==> config.mk <==
export PLATFORM = sky130hd
export DESIGN_NAME = bbpe_mul
export DESIGN_NICKNAME = d
export VERILOG_FILES = /design/src/assert_macros.svh /design/src/bbpe_pkg.sv /design/src/bbpe_mul.sv
export SDC_FILE = /design/constraint.sdc
export NUM_CORES = 2
export LEC_CHECK = 0
export BUFFER_PORTS_ARGS = -buffer_cell sky130_fd_sc_hd__buf_4
export CAP_MARGIN = 5
export CELL_PAD_IN_SITES_DETAIL_PLACEMENT = 1
export CELL_PAD_IN_SITES_GLOBAL_PLACEMENT = 2
export CORE_MARGIN = 2
export CORE_UTILIZATION = 43
export CTS_BUF_LIST = sky130_fd_sc_hd__clkbuf_4 sky130_fd_sc_hd__clkbuf_8
export DETAILED_ROUTE_END_ITERATION = 8
export HOLD_SLACK_MARGIN = 0.02
export PLACE_DENSITY = 0.82
export REMOVE_ABC_BUFFERS = 1
export SLEW_MARGIN = 20
export SYNTH_ARGS = -nofsm -noshare
export SYNTH_HDL_FRONTEND = slang
export SYNTH_SLANG_ARGS = --single-unit
==> constraint.sdc <==
create_clock -name clk -period 8.63 [get_ports clk]
set_input_delay 0.4315 -clock clk [delete_from_list [all_inputs] [get_ports clk]]
set_output_delay 0.4315 -clock clk [all_outputs]
set_load 0.02 [all_outputs]
==> src/assert_macros.svh <==
// Assertion macros shared by the patch evaluator RTL.
`ifndef ASSERT_MACROS_SVH
`define ASSERT_MACROS_SVH

// Same-cycle implication checked on every rising edge outside reset.
`define BBPE_ASSERT_IMP(lbl, clk, rst, ante, cons) \
  lbl: assert property (@(posedge clk) disable iff (rst) (ante) |-> (cons)) \
    else $error("same-cycle implication failed");

// Next-cycle implication checked on every rising edge outside reset.
`define BBPE_ASSERT_NEXT(lbl, clk, rst, ante, cons) \
  lbl: assert property (@(posedge clk) disable iff (rst) (ante) |=> (cons)) \
    else $error("next-cycle implication failed");

`endif

==> src/bbpe_pkg.sv <==
// Types and constants shared by the Bezier patch evaluator modules.
package bbpe_pkg;

  localparam int CTRL_SIDE = 4;
  localparam int NPTS      = CTRL_SIDE * CTRL_SIDE;
  localparam int ONE_Q12   = 4096;

  // Shared multiplier operand and product widths.
  localparam int MUL_A_W = 34;
  localparam int MUL_B_W = 32;
  localparam int PROD_W  = MUL_A_W + MUL_B_W;

  // Shift-subtract unit widths.
  localparam int RAD_W  = 62;
  localparam int ROOT_W = 31;
  localparam int REM_W  = 34;
  localparam int QUO_W  = 16;

  // Accumulator width for the surface sums.
  localparam int ACC_W = 52;

  // Configuration register index.
  localparam logic REG_CELLS = 1'b0;

  typedef enum logic [1:0] {
    ACT_LOAD = 2'd0,
    ACT_TICK = 2'd1,
    ACT_EVAL = 2'd2,
    ACT_NONE = 2'd3
  } action_t;

  typedef struct packed {
    logic start;
    logic sqrt_mode;
  } shu_req_t;

  typedef struct packed {
    logic busy;
    logic done;
  } shu_stat_t;

endpackage

==> src/bbpe_mul.sv <==
// Shared signed multiplier with a registered product.
module bbpe_mul (
  input  logic                                  clk,
  input  logic signed [bbpe_pkg::MUL_A_W-1:0]   a,
  input  logic signed [bbpe_pkg::MUL_B_W-1:0]   b,
  output logic signed [bbpe_pkg::PROD_W-1:0]    p
);
  import bbpe_pkg::*;

  // One product per cycle, registered before any further use.
  always_ff @(posedge clk) begin
    p <= PROD_W'(a) * PROD_W'(b);
  end

endmodule

==> flow_summary.ini <==
[status]
status = completed

[route]
num_vias = 28200
ant_nets = 0
wl_per_cell_um = 23.6
drc = 0
via_per_inst = 5.23
firstDrtPassIters = 5
drt_iter0_drc = 1438
wl_um = 127000

[yosys]
synth_seq_area_share_pct = 3.33
synth_edf_count = 0
yosysTopAreaCellShare_pct = 57.6
syn_area_mm2 = 0.0397
synthArstFlopShare_pct = 0
yosys_warnings = 0
synth_cell_types = 61
synth_commonest_cells = fa_1, inv_1, nand2_1, and2_1, clkbuf_1
synth.area.top_cells = fa_1, inv_1, and2_1, ha_1, nand2_1
synthFlopType = dfxtp_1
synth_largest_area_cell = fa_1
yosysMostFrequentCell = fa_1
avgSynthCellArea_um2 = 9.42
syn_inst = 4212
ys_seq_elements = 66

[layout]
num-nets-final = 5599
drive_gt1_share_pct = 5.89
reg_top3 = p x66
largest_reg_flops = 66
largest-register = p
final_area_mm2 = 0.0421
areaGrowthSynthToFinish_pct = 6.07

[worst_hold_path]
holdPathStages = 2
hp-class = in -> reg
min_from = b[0]
hold_end = p[0]$_DFF_P_

[worst_setup_path]
end_kind = flop
cp_common_cell = fa_1
worstPathArrival_ns = 8.18
cpMaxStageDelayCell = fa_1
cp-start-kind = input port
critical_path_required_ns = 8.97
crit_chain = buf_4 > buf_4 > and2_1 > fa_1 > fa_1 > inv_1 > fa_1 > fa_1 > inv_1 > fa_1 > fa_1 > fa_1 > fa_1 > ha_1 > nand2_1 > nor3_1 > nand3_1 > a21oi_1 > a2111oi_2 > buf_4 > nor4b_2 > o31ai_2 > o21ba_2 > nor3_1
crit_fanout = 27
cpPeakStageDelay_ns = 0.59
critical_path_class = in -> reg

[die]
core_area_mm2 = 0.0915
dieArea_mm2 = 0.0948
start_util_pct = 43.4
die_w_um = 308
ios = 133
fp-row-count = 111
die_height_um = 308

[timing]
period_needed_ns = 7.84
fin_crit_sh_pct = 90.8
worst_pin_slew_ns = 0.628
rsz0062_at_grt = no
slew_headroom_pct = 58.1
setup_viol = 0
fmax_mhz = 128
setup_tns_ns = 0
worst_slack_ns = 0.792
finalHoldViolCount = 0
drv_slew = 0

[grt]
grt_max_degree = 35
antenna_found_initial = 5
overflow = 0
grt_pass1_wl_um = 202000
grt_pass1_vias = 32500
grtUsageTotal_pct = 28.5

[clocking]
cts_resized = 0
cts_buffers = 9
cts_setup_buffers = 0
cts.sinks = 66
htreeDepth = 3
root_buffer = clkbuf_8
clkSlewWorstSetupHoldPaths_ns = 0.09
clk_path_buf_depth = 2
cts_tree = built
holdBufCountCts = 0

[placement]
io_buffer_count = 132
gp_congestion = 0.881
dp_slack_ns = 0.305
placed_area_mm2 = 0.0419
hpwl_um = 106000

[run]
cap_violations = 0
## cell type report
type / count / area [µm²]
inverters: 1053 / 3950
multi-input cells: 2866 / 33600
fillers: 10400 / 49400
clock buffers: 11 / 145
diodes: 2 / 5.00
repair buffers: 206 / 1560
flip-flops and latches: 66 / 1320
well taps: 1186 / 1480
clock inverters: 5 / 77.6
## layout by cell type (no fill, tap or decap), types with 32 or more instances in the layout
cell type	Yosys	routed
xnor2_1	52	52
and2_1	534	534
dfxtp_1	66	66
fa_1	1142	1142
ha_1	188	188
buf_4	0	205
a21o_1	32	32
nor2_1	64	64
o21ai_0	35	35
nand2_1	565	565
a21oi_1	73	73
inv_1	1053	1053
## worst max-delay path, delay by kind of cell
kind                     cells  cell delay, ns
adder cells (fa/ha/maj)      9            4.45
buffers and inverters        5            0.87
AND/OR/NAND/NOR              6            1.56
AO/OA/AOI/OAI                4            0.79
## metrics by stage
stage / hold slack, ns / utilization [%] / std cells
final: 0.462 / 46.0 / 5395
after global placement: 0.844 / 45.8 / 5377
after global routing: 0.463 / 46.0 / 5394
after floorplan: 0.553 / - / 3985
after CTS: 0.446 / 46.0 / 5393
after detailed placement: 0.845 / 45.8 / 5377
## cell families (layout without fill, tap and decap cells)
group / Yosys count / count (layout) / share of synthesized area, %
AO/OA/AOI/OAI: 219 / 219 / 3.79
flip-flops: 66 / 66 / 3.33
other: 0 / 2 / 0
adder cells (fa/ha/maj): 1330 / 1330 / 63.5
AND/OR/NAND/NOR: 1244 / 1244 / 15.6
XOR/XNOR: 73 / 73 / 1.61
buffers and inverters: 1280 / 1275 / 12.1
## layer usage
metal | part of all wire, % | wire length (µm) | vias to the layer above | GRT usage [%]
li1 | - | - | 11900 | -
met1 | 43 | 55200 | 15400 | 39.8
met2 | 49 | 62000 | 718 | 47.1
met3 | 5.5 | 6980 | 145 | 4.28
met4 | 2.4 | 3010 | 4 | 6.28
met5 | 0.024 | 30 | - | 0
## worst max-delay path by stage
stage                from       endpoint  slack [ns]  cells after the start
finish              a[15]  p[63]$_DFF_P_        0.79                     24
global route        a[15]  p[63]$_DFF_P_        0.37                     25
CTS                 b[23]  p[63]$_DFF_P_        0.71                     24
detailed placement  a[15]  p[63]$_DFF_P_        0.31                     25
global placement    b[23]  p[63]$_DFF_P_        0.36                     23
floorplan           a[33]  p[62]$_DFF_P_        1.19                     24
Power is not shown: default switching activity piles up to over one toggle a cycle in this logic, so the estimate is an artifact.
