File: src/assert_macros.svh
// Assertion macros shared by the patch evaluator RTL.
`ifndef ASSERT_MACROS_SVH
`define ASSERT_MACROS_SVH

// Same-cycle implication checked on every rising edge outside reset.
`define BBPE_ASSERT_IMP(lbl, clk, rst, ante, cons) \
  lbl: assert property (@(posedge clk) disable iff (rst) (ante) |-> (cons)) \
    else $error("same-cycle implication failed");

// Next-cycle implication checked on every rising edge outside reset.
`define BBPE_ASSERT_NEXT(lbl, clk, rst, ante, cons) \
  lbl: assert property (@(posedge clk) disable iff (rst) (ante) |=> (cons)) \
    else $error("next-cycle implication failed");

`endif

File: src/bbpe_pkg.sv
// Types and constants shared by the Bezier patch evaluator modules.
package bbpe_pkg;

  localparam int CTRL_SIDE = 4;
  localparam int NPTS      = CTRL_SIDE * CTRL_SIDE;
  localparam int ONE_Q12   = 4096;

  // Shared multiplier operand and product widths.
  localparam int MUL_A_W = 34;
  localparam int MUL_B_W = 32;
  localparam int PROD_W  = MUL_A_W + MUL_B_W;

  // Shift-subtract unit widths.
  localparam int RAD_W  = 62;
  localparam int ROOT_W = 31;
  localparam int REM_W  = 34;
  localparam int QUO_W  = 16;

  // Accumulator width for the surface sums.
  localparam int ACC_W = 52;

  // Configuration register index.
  localparam logic REG_CELLS = 1'b0;

  typedef enum logic [1:0] {
    ACT_LOAD = 2'd0,
    ACT_TICK = 2'd1,
    ACT_EVAL = 2'd2,
    ACT_NONE = 2'd3
  } action_t;

  typedef struct packed {
    logic start;
    logic sqrt_mode;
  } shu_req_t;

  typedef struct packed {
    logic busy;
    logic done;
  } shu_stat_t;

endpackage

File: src/bbpe_shu.sv
// Bit-serial shift-subtract unit: restoring division or integer square root.
module bbpe_shu (
  input  logic                              clk,
  input  logic                              rst,
  input  bbpe_pkg::shu_req_t                req,
  input  logic [bbpe_pkg::RAD_W-1:0]        num,
  input  logic [bbpe_pkg::ROOT_W-1:0]       den,
  output bbpe_pkg::shu_stat_t               stat,
  output logic [bbpe_pkg::ROOT_W-1:0]       res
);
  import bbpe_pkg::*;

  logic [REM_W-1:0]  rem;
  logic [RAD_W-1:0]  src;
  logic [ROOT_W-1:0] den_r;
  logic [4:0]        cnt;
  logic              sqrt_mode;
  logic [REM_W-1:0]  sh;
  logic [REM_W-1:0]  trial;
  logic [REM_W:0]    diff;
  logic              take;

  // One result bit per cycle: shift in one or two source bits and try a subtract.
  always_comb begin
    if (sqrt_mode) begin
      sh    = {rem[REM_W-3:0], src[RAD_W-1:RAD_W-2]};
      trial = REM_W'({res, 2'b01});
    end else begin
      sh    = {rem[REM_W-2:0], src[RAD_W-1]};
      trial = REM_W'(den_r);
    end
    diff = {1'b0, sh} - {1'b0, trial};
    take = ~diff[REM_W];
  end

  // Control: busy while counting steps, done pulses with the last step.
  always_ff @(posedge clk) begin
    if (rst) begin
      stat.busy <= 1'b0;
      stat.done <= 1'b0;
      cnt       <= '0;
    end else begin
      stat.done <= 1'b0;
      if (req.start) begin
        stat.busy <= 1'b1;
        cnt       <= req.sqrt_mode ? 5'(ROOT_W) : 5'(QUO_W);
      end else if (stat.busy) begin
        cnt <= cnt - 5'd1;
        if (cnt == 5'd1) begin
          stat.busy <= 1'b0;
          stat.done <= 1'b1;
        end
      end
    end
  end

  // Datapath: partial remainder, remaining source bits and the result.
  always_ff @(posedge clk) begin
    if (req.start) begin
      sqrt_mode <= req.sqrt_mode;
      den_r     <= den;
      res       <= '0;
      if (req.sqrt_mode) begin
        rem <= '0;
        src <= num;
      end else begin
        rem <= REM_W'(num[46:16]);
        src <= {num[15:0], 46'b0};
      end
    end else if (stat.busy) begin
      rem <= take ? diff[REM_W-1:0] : sh;
      res <= {res[ROOT_W-2:0], take};
      src <= sqrt_mode ? {src[RAD_W-3:0], 2'b00} : {src[RAD_W-2:0], 1'b0};
    end
  end

endmodule
File: config.mk
export PLATFORM = sky130hd
export DESIGN_NAME = bbpe_shu
export DESIGN_NICKNAME = d
export VERILOG_FILES = /design/src/assert_macros.svh /design/src/bbpe_pkg.sv /design/src/bbpe_shu.sv
export SDC_FILE = /design/constraint.sdc
export NUM_CORES = 1
export LEC_CHECK = 0
export BUFFER_PORTS_ARGS = -buffer_cell sky130_fd_sc_hd__buf_2
export CAP_MARGIN = 20
export CORE_MARGIN = 5
export CORE_UTILIZATION = 30
export DETAILED_ROUTE_END_ITERATION = 8
export SLEW_MARGIN = 10
export SYNTH_ARGS = -nofsm -noshare
export SYNTH_HDL_FRONTEND = slang
export SYNTH_SLANG_ARGS = --single-unit
File: constraint.sdc
create_clock -name clk -period 4.89 [get_ports clk]
set_clock_uncertainty 0.2 [all_clocks]
set_input_delay 0.7335 -clock clk [delete_from_list [all_inputs] [get_ports clk]]
set_output_delay 0.7335 -clock clk [all_outputs]
set_load 0.005 [all_outputs]
==> impl_metrics.json, run 1 <==
{
  "ys_seq_elements": 165,
  "slew_viol_final": 0,
  "rows": 66,
  "grt_max_degree": 79,
  "hp-class": "in2reg",
  "required_ns": 4.90,
  "synth_mux_area_share_pct": 17.0,
  "port_buffers": 129,
  "synth_top_family_by_area": "multiplexers",
  "yosys.area.top_type": "edfxtp_1",
  "crit_chain": "buf_4, mux2_2, ha_1, a21o_1, a21oi_1, or3_1, a31o_2, a21oi_1, o311a_1, or2_1, buf_4, nor2_1, a2111oi_0",
  "worst-path-stages": 13,
  "synth_warnings": 0,
  "netlist.area_leader.share_pct": 38.3,
  "met2_length_mm": 11.5,
  "wl_met1_mm": 14.0,
  "wl_met3_mm": 1.14,
  "critPathKind": "reg2reg",
  "clock_path_buffers": 2,
  "dpl.hpwl_mm": 19.9,
  "crit_fanout": 27,
  "slowest_delay_ns": 0.42,
  "reg2regPathDepth": 13,
  "crit_path_end_kind": "flop",
  "hold_viol": 0,
  "status": "finished, final reports clean",
  "overflow": 0,
  "fp.dieW_microns": 192,
  "wl_mm": 27.0,
  "root_buffer": "clkbuf_16",
  "synth_compound_area_share_pct": 15.9,
  "post-cts-setup-buffers": 0,
  "reg2reg_from": "sqrt_mode$_DFFE_PP_",
  "synth_xor_area_share_pct": 2.55,
  "grt_pass1_vias": 7486,
  "synthTopCellsByArea": "edfxtp_1, mux2i_1, dfxtp_1",
  "fin_tns_setup_ns": 0,
  "cts_sinks": 165,
  "ctsHoldBuffers": 0,
  "r2r_setup_slack_ns": 0.59,
  "rsz0062_at_grt": "false",
  "p_leak_nw": 4.67,
  "p_per_area_nw_per_um2": 528,
  "start_util_pct": 30.5,
  "die_h_microns": 192,
  "synth_edf_count": 127,
  "path_delay_family": "compound AO/OA/AOI/OAI gates",
  "grt_usage_pct": 14.5,
  "tightest_slew_ns": 0.995,
  "drive_above_1_share_pct": 20.3,
  "reg2reg_to": "rem[32]$_SDFFCE_PP0P_",
  "cts_made_buffers": 17,
  "arrival_ns": 4.31,
  "post-synth-top-count-cell": "mux2i_1",
  "maxUsedRoutingLayer": "met5",
  "cp_slowest_cell": "edfxtp_1",
  "final_cells": 1509,
  "hold_depth": 1,
  "final_nets": 1187,
  "wire_per_inst_microns": 17.9,
  "endpoint": "rem[32]$_SDFFCE_PP0P_",
  "synthAdderAreaFrac_pct": 4.60,
  "routed_via_density": 5.09,
  "critPathLaunchType": "flop",
  "first_pass_iters": 5,
  "synthTopCellsByCount": "mux2i_1, edfxtp_1, o21ai_0",
  "fin_crit_sh_pct": 88.0,
  "antenna_left": 0,
  "route.vias.total": 7683,
  "critPathBufInv": 2,
  "place.gp.congestion": 0.884,
  "grt_pass1_wl_mm": 42.2,
  "ys_types": 64,
  "num_io_pins": 130,
  "antenna_found_initial": 1,
  "layout-area-overhead-vs-synth_pct": 16.4,
  "dieArea_sq_um": 36900,
  "setup_viol": 0,
  "drv_cap": 0,
  "tritoncts": "yes",
  "syn_avg_cell_area_sq_um": 10.4,
  "fillCellCount": 3278,
  "crit_path_start": "sqrt_mode$_DFFE_PP_",
  "peakVddDrop_uv": 208,
  "period_minus_slack_ns": 4.30,
  "synth-simple-area-share_pct": 10.8,
  "drtIter0Drc": 576,
  "synthCells": 956,
  "cts_max_level": 4,
  "fp.coreArea_sq_um": 32600,
  "synth_fp_nets": 1089,
  "ys_seq_area_share_pct": 45.9,
  "cts-resized-gates": 0,
  "ys_async_sr_fraction_pct": 0,
  "clk_latency_ns": 0.43,
  "slew_headroom_pct": 33.7,
  "synth_area_sq_um": 9960,
  "yosys_most_used_dff": "edfxtp_1",
  "dpl.cell_count": 1477,
  "clk_pin_slew_ns": 0.07,
  "fmax_ghz": 0.233,
  "n_antenna_cell": 0,
  "drc": 0
}
==> cell type report <==
class                      instances  area [sq um]  area share (%)
multi-input combinational        715          5070            43.7
sequential                       165          4580            39.5
timing repair buffer             144           786            6.78
tap                              442           553            4.77
clock buffer                      18           429            3.70
clock inverter                    14           141            1.22
inverter                          11          41.3           0.356
==> per-layer routing <==
metal / up-vias / GRT usage (%)
met4: 2 / 3.32
met1: 3692 / 22.4
met3: 24 / 2.62
met5: - / 0
met2: 189 / 21.0
li1: 3776 / -
==> power by group <==
part           switching [W]  leakage [nW]  total [W]  internal (W)
registers           0.000114          1.61    0.00192       0.00181
clock network       0.000610         0.272    0.00133      0.000716
logic                0.00168          2.80    0.00288       0.00120
==> cells by family (layout without fill, tap and decap cells) <==
kind of cell,Yosys count,after routing
xor gates and xnor gates,29,29
and+or+nand+nor,231,231
AOI/OAI and AO/OA,254,254
muxes,165,165
adders and majority gates,36,36
DFF,165,165
buffers and inverters,76,187
==> placed cells by master (no fill, tap or decap), types with 5 or more instances in the layout <==
cell,count
nor2_1,63
mux2_2,32
and2_1,5
o21ai_0,85
nor2b_1,22
xor2_1,10
clkbuf_16,17
a21o_1,11
nor3_1,12
a211oi_1,25
ha_1,35
buf_2,128
edfxtp_1,127
inv_1,11
dfxtp_1,37
a21oi_1,75
buf_4,14
o21a_1,8
nand4_1,5
nand3_1,9
mux2i_1,133
nand2_1,83
and3_1,8
xnor2_1,19
==> sequential cells by signal (all words and copies together), names as in the netlist <==
register   flops
res           31
den_r         31
src           62
stat           2
sqrt_mode      1
rem           33
cnt            5
==> per-stage QoR <==
stage | utilization [%] | area, sq um | setup WS, ns | hold WS, ns | power, W
2_1_floorplan | - | 9960 | 0.125 | 0.308 | 0.00409
3_3_place_gp | 33.8 | 11000 | 0.775 | 0.311 | 0.00476
3_5_place_dp | 33.8 | 11000 | 0.659 | 0.334 | 0.00477
4_1_cts | 35.6 | 11600 | 0.620 | 0.250 | 0.00613
5_1_grt | 35.6 | 11600 | 0.377 | 0.245 | 0.00653
6_report | 35.6 | 11600 | 0.589 | 0.270 | 0.00612
==> how the worst min path moves through the flow <==
stage	startpoint	to
after floorplan	res[30]$_SDFFE_PP0P_	res[30]$_SDFFE_PP0P_
after global placement	res[30]$_SDFFE_PP0P_	res[30]$_SDFFE_PP0P_
after detailed placement	res[19]$_SDFFE_PP0P_	res[19]$_SDFFE_PP0P_
after CTS	den[9]	den_r[9]$_DFFE_PP_
after global routing	den[16]	den_r[16]$_DFFE_PP_
final	den[9]	den_r[9]$_DFFE_PP_
==> worst reg2reg max path: cells and delay by family (launching register included) <==
family                     cells  cell delay, ns
AOI/OAI and AO/OA              6            1.37
muxes                          1            0.41
DFF                            1            0.42
and+or+nand+nor                3            0.56
buffers and inverters          2            0.72
adders and majority gates      1            0.41
(Power assumes the default switching activity.)
==> run 2, diff against run 1 <==
--- a/config.mk
+++ b/config.mk
@@ -8,8 +8,9 @@
 export BUFFER_PORTS_ARGS = -buffer_cell sky130_fd_sc_hd__buf_2
 export CAP_MARGIN = 20
 export CORE_MARGIN = 5
-export CORE_UTILIZATION = 30
+export CORE_UTILIZATION = 53
 export DETAILED_ROUTE_END_ITERATION = 8
+export PLACE_DENSITY = 0.77
 export SLEW_MARGIN = 10
 export SYNTH_ARGS = -nofsm -noshare
 export SYNTH_HDL_FRONTEND = slang
==> run 2 against run 1 <==
Net effect:
- hold slack got worse by 0.0021 ns
- critical path type unchanged
- global-route usage increased by 7.1 points
- critical endpoint is now rem[23]$_DFFE_PP_
- largest power group unchanged
- routed wire length decreased by 12%
==> impl_metrics.json, run 2 (synthesized netlist as in run 1, its figures left out) <==
{
  "status": "finished, final reports clean",
  "p_leak_nw": 4.64,
  "cp_slowest_cell": "buf_4",
  "place.gp.congestion": 0.906,
  "routed_via_density": 5.94,
  "final_cell_mix": "mux2i_1, buf_2, edfxtp_1",
  "tightest_slew_ns": 1.05,
  "arrival_ns": 4.29,
  "ctsHoldBuffers": 0,
  "clk_pin_slew_ns": 0.07,
  "slowest_delay_ns": 0.42,
  "drtIter0Drc": 522,
  "layout-area-overhead-vs-synth_pct": 13.3,
  "num_io_pins": 130,
  "r2r_setup_slack_ns": 0.58,
  "first_pass_iters": 5,
  "period_minus_slack_ns": 4.31,
  "rsz0062_at_grt": "false",
  "hold_viol": 0,
  "setup_viol": 0,
  "clk_latency_ns": 0.43,
  "rows": 50,
  "fin_tns_setup_ns": 0,
  "wl_mm": 23.7,
  "cts_sinks": 165,
  "peakVddDrop_uv": 343,
  "clock_path_buffers": 2,
  "post-cts-setup-buffers": 0,
  "largest_reg_flops": 62,
  "required_ns": 4.87,
  "crit_path_end_kind": "flop",
  "n_antenna_cell": 0,
  "port_buffers": 129,
  "grt_max_degree": 169,
  "grt_usage_pct": 21.7,
  "cts_made_buffers": 17,
  "reg2reg_to": "rem[23]$_DFFE_PP_",
  "hold_end": "den_r[9]$_DFFE_PP_",
  "route.vias.total": 7708,
  "slew_headroom_pct": 29.9,
  "reg2reg_from": "sqrt_mode$_DFFE_PP_",
  "antenna_left": 0,
  "finalPower_w": 0.00601,
  "pre_cts_ws_ns": 0.663,
  "final_nets": 1183,
  "wire_per_inst_microns": 18.3,
  "crit_fanout": 29,
  "worstHoldStart": "den[9]",
  "drv_cap": 0,
  "drc": 0,
  "largest-register": "src",
  "die_h_microns": 147,
  "critPathLaunchType": "flop",
  "drive_above_1_share_pct": 20.0,
  "fp.coreArea_sq_um": 18600,
  "grt_pass1_wl_mm": 38.3,
  "slew_viol_final": 0,
  "final_common_cell": "mux2i_1",
  "reg2regPathDepth": 13,
  "overflow": 0,
  "critPathKind": "reg2reg",
  "start_util_pct": 53.6,
  "dieArea_sq_um": 21600,
  "dpl.hpwl_mm": 16.9,
  "crit_chain": "buf_4, mux2_2, ha_1, nor2b_1, o2111ai_1, a21o_1, a31o_2, a21oi_1, o311a_1, buf_4, nor2_4, nor3_1, a311o_1",
  "grt_pass1_vias": 7487,
  "fp.dieW_microns": 147,
  "fin_crit_sh_pct": 88.2,
  "fmax_ghz": 0.232,
  "tritoncts": "yes",
  "cp_common_cell": "buf_4",
  "fin_ws_ns": 0.579,
  "cts-resized-gates": 0,
  "hp-class": "in2reg",
  "largestRegisters": "src x62, rem x33",
  "p_per_area_nw_per_um2": 532,
  "antenna_found_initial": 0,
  "root_buffer": "clkbuf_16",
  "hold_depth": 1,
  "cts_max_level": 4
}
## run 2: metrics by stage
step / hold WS, ns / std cells / util, % / instance area (sq um)
after floorplan: 0.308 / 956 / - / 9960
final: 0.268 / 1297 / 60.7 / 11300
after detailed placement: 0.336 / 1265 / 57.9 / 10700
after global routing: 0.258 / 1297 / 60.7 / 11300
after global placement: 0.326 / 1265 / 57.9 / 10700
after CTS: 0.255 / 1297 / 60.7 / 11300
## run 2: cell type report
type / instances / area (sq um)
well taps: 234 / 293
inverters: 11 / 41.3
flip-flops and latches: 165 / 4580
clock buffers: 18 / 429
multi-input cells: 715 / 5070
clock inverters: 14 / 103
fillers: 1538 / 7300
repair buffers: 140 / 768
## run 2: worst max-delay path by stage
stage / slack [ns] / end / startpoint
3_5_place_dp: 0.66 / rem[23]$_DFFE_PP_ / sqrt_mode$_DFFE_PP_
3_3_place_gp: 0.77 / rem[25]$_DFFE_PP_ / sqrt_mode$_DFFE_PP_
6_report: 0.58 / rem[23]$_DFFE_PP_ / sqrt_mode$_DFFE_PP_
2_1_floorplan: 0.12 / rem[11]$_DFFE_PP_ / sqrt_mode$_DFFE_PP_
5_1_grt: 0.33 / rem[32]$_SDFFCE_PP0P_ / sqrt_mode$_DFFE_PP_
4_1_cts: 0.62 / rem[23]$_DFFE_PP_ / sqrt_mode$_DFFE_PP_
## run 2: worst max-delay path: cells and delay by family (launching register included)
kind | cells | cell delay [ns]
compound gates | 6 | 1.42
mux | 1 | 0.40
fa+ha+maj | 1 | 0.34
buf+inv | 2 | 0.59
flops | 1 | 0.41
simple gates | 3 | 0.67
## run 2: metal layers
layer | vias to the layer above | GRT usage (%) | share of wire, %
met2 | 244 | 32.1 | 43
met1 | 3678 | 32.4 | 49
met4 | 0 | 6.01 | 1.2
li1 | 3766 | - | -
met3 | 20 | 4.35 | 6.4
met5 | - | 0 | 0
## run 2: where the power goes
group | internal (W) | switching [W]
clock network | 0.000653 | 0.000582
registers | 0.00181 | 0.000113
logic | 0.00120 | 0.00165
total | 0.00366 | 0.00235
==> run 3, diff against run 2 <==
--- a/config.mk
+++ b/config.mk
@@ -10,6 +10,7 @@
 export CORE_MARGIN = 5
 export CORE_UTILIZATION = 53
 export DETAILED_ROUTE_END_ITERATION = 8
+export MAX_ROUTING_LAYER = met4
 export PLACE_DENSITY = 0.77
 export SLEW_MARGIN = 10
 export SYNTH_ARGS = -nofsm -noshare
==> run 3 against run 2 <==
Net effect:
- register-to-register slack improved by 0.06 ns
- final cell count increased by 0.23%
- hold slack improved by 0.010 ns
- non-clock buffer count increased by 3
- utilization increased by 0.13 points
- largest power group unchanged
==> impl_metrics.json, run 3 (synthesized netlist as in run 1, its figures left out) <==
{
  "final_common_cell": "mux2i_1",
  "critPathKind": "reg2reg",
  "slew_headroom_pct": 30.3,
  "p_leak_nw": 4.67,
  "cp_slowest_cell": "ha_1",
  "grt_pass1_vias": 7505,
  "drv_cap": 0,
  "n_antenna_cell": 0,
  "fmax_ghz": 0.235,
  "route.vias.total": 7788,
  "drive_above_1_share_pct": 20.3,
  "first_pass_iters": 5,
  "use_met2_pct": 33.5,
  "routed_via_density": 5.99,
  "grt_max_degree": 168,
  "dieArea_sq_um": 21600,
  "overflow": 0,
  "port_buffers": 129,
  "cts_max_level": 4,
  "ctsHoldBuffers": 0,
  "antenna_found_initial": 0,
  "rows": 50,
  "status": "finished, final reports clean",
  "fin_ws_ns": 0.639,
  "rsz0062_at_grt": "false",
  "grt_busiest_layer": "met1",
  "root_buffer": "clkbuf_16",
  "pre_cts_ws_ns": 0.683,
  "crit_chain": "buf_4, mux2_2, ha_1, a21o_1, a21o_1, a2111oi_4, nor3_2, a41o_1, o311a_1, buf_4, nor2_4, nor3_1, a311o_1",
  "wire_per_inst_microns": 18.7,
  "wl_mm": 24.3,
  "grt_pass1_wl_mm": 39.2,
  "grt_usage_pct": 23.0,
  "setup_viol": 0,
  "place.gp.congestion": 0.892,
  "grt_util_met1_pct": 33.8,
  "p_per_area_nw_per_um2": 536,
  "final_nets": 1186,
  "met3_usage_pct": 3.82,
  "cts_sinks": 165,
  "fin_crit_sh_pct": 86.9,
  "cts_made_buffers": 17,
  "hold_viol": 0,
  "clock_path_buffers": 2,
  "crit_fanout": 20,
  "required_ns": 4.86,
  "antenna_left": 0,
  "final_cell_mix": "mux2i_1, buf_2, edfxtp_1",
  "largestRegisters": "src x62, rem x33",
  "largest-register": "src",
  "die_h_microns": 147,
  "fp.dieW_microns": 147,
  "layout-area-overhead-vs-synth_pct": 13.5,
  "largest_reg_flops": 62,
  "clk_pin_slew_ns": 0.07,
  "fp.coreArea_sq_um": 18600,
  "fin_tns_setup_ns": 0,
  "fin_util_pct": 60.8,
  "critPathLaunchType": "flop",
  "clk_latency_ns": 0.43,
  "final_cells": 1300,
  "peakVddDrop_uv": 331,
  "cts-resized-gates": 0,
  "tightest_slew_ns": 1.04,
  "dpl.hpwl_mm": 17.4,
  "crit_path_end_kind": "flop",
  "start_util_pct": 53.6,
  "tritoncts": "yes",
  "dpl.cell_count": 1268,
  "slowest_delay_ns": 0.42,
  "period_minus_slack_ns": 4.25,
  "arrival_ns": 4.22,
  "num_io_pins": 130,
  "post-cts-setup-buffers": 0,
  "hp-class": "in2reg",
  "drc": 0,
  "drtIter0Drc": 593,
  "slew_viol_final": 0
}
-- run 3: cell types whose count changed in the layout (fill, tap and decap cells not counted), sizes merged --
| cell | delta |
|---|---|
| clkinvlp | -3 |
| buf | +3 |
| inv | +3 |
| clkinv | +1 |
| clkbuf | -1 |
-- run 3: metrics by stage --
stage               cell area (sq um)  total power, W  hold WS [ns]
floorplan                        9960         0.00409         0.308
global placement                10800         0.00472         0.326
detailed placement              10800         0.00475         0.331
CTS                             11300         0.00603         0.257
global route                    11300         0.00643         0.256
finish                          11300         0.00606         0.278
-- run 3: critical path, delay by kind of cell (launching register included) --
kind / cells / cell delay, ns
buf+inv: 2 / 0.47
flops: 1 / 0.38
mux: 1 / 0.39
fa+ha+maj: 1 / 0.42
simple gates: 3 / 0.58
compound gates: 6 / 1.54
-- run 3: area by class of cell --
| class | count | area [sq um] |
|---|---|---|
| fillers | 1519 | 7270 |
| multi-input cells | 715 | 5070 |
| flip-flops and latches | 165 | 4580 |
| repair buffers | 143 | 778 |
| clock buffers | 17 | 425 |
| well taps | 234 | 293 |
| clock inverters | 15 | 121 |
| inverters | 11 | 41.3 |
-- run 3: layer usage --
metal,up-vias,routed length [microns]
met5,-,0
met4,0,273
met3,23,1410
met2,261,10700
met1,3723,11900
li1,3781,-
-- run 3: worst paths after layout --
check	start	endpoint	slack, ns	cells past startpoint
setup / recovery	sqrt_mode$_DFFE_PP_	rem[23]$_DFFE_PP_	0.64	13
hold / removal	den[10]	den_r[10]$_DFFE_PP_	0.28	1
setup reg to reg	sqrt_mode$_DFFE_PP_	rem[23]$_DFFE_PP_	0.64	13
hold reg to reg	res[30]$_SDFFE_PP0P_	res[30]$_SDFFE_PP0P_	0.35	2
-- run 3: power by group --
group | internal (W) | switching, W
clock | 0.000664 | 0.000600
combinational | 0.00120 | 0.00168
sequential | 0.00181 | 0.000119
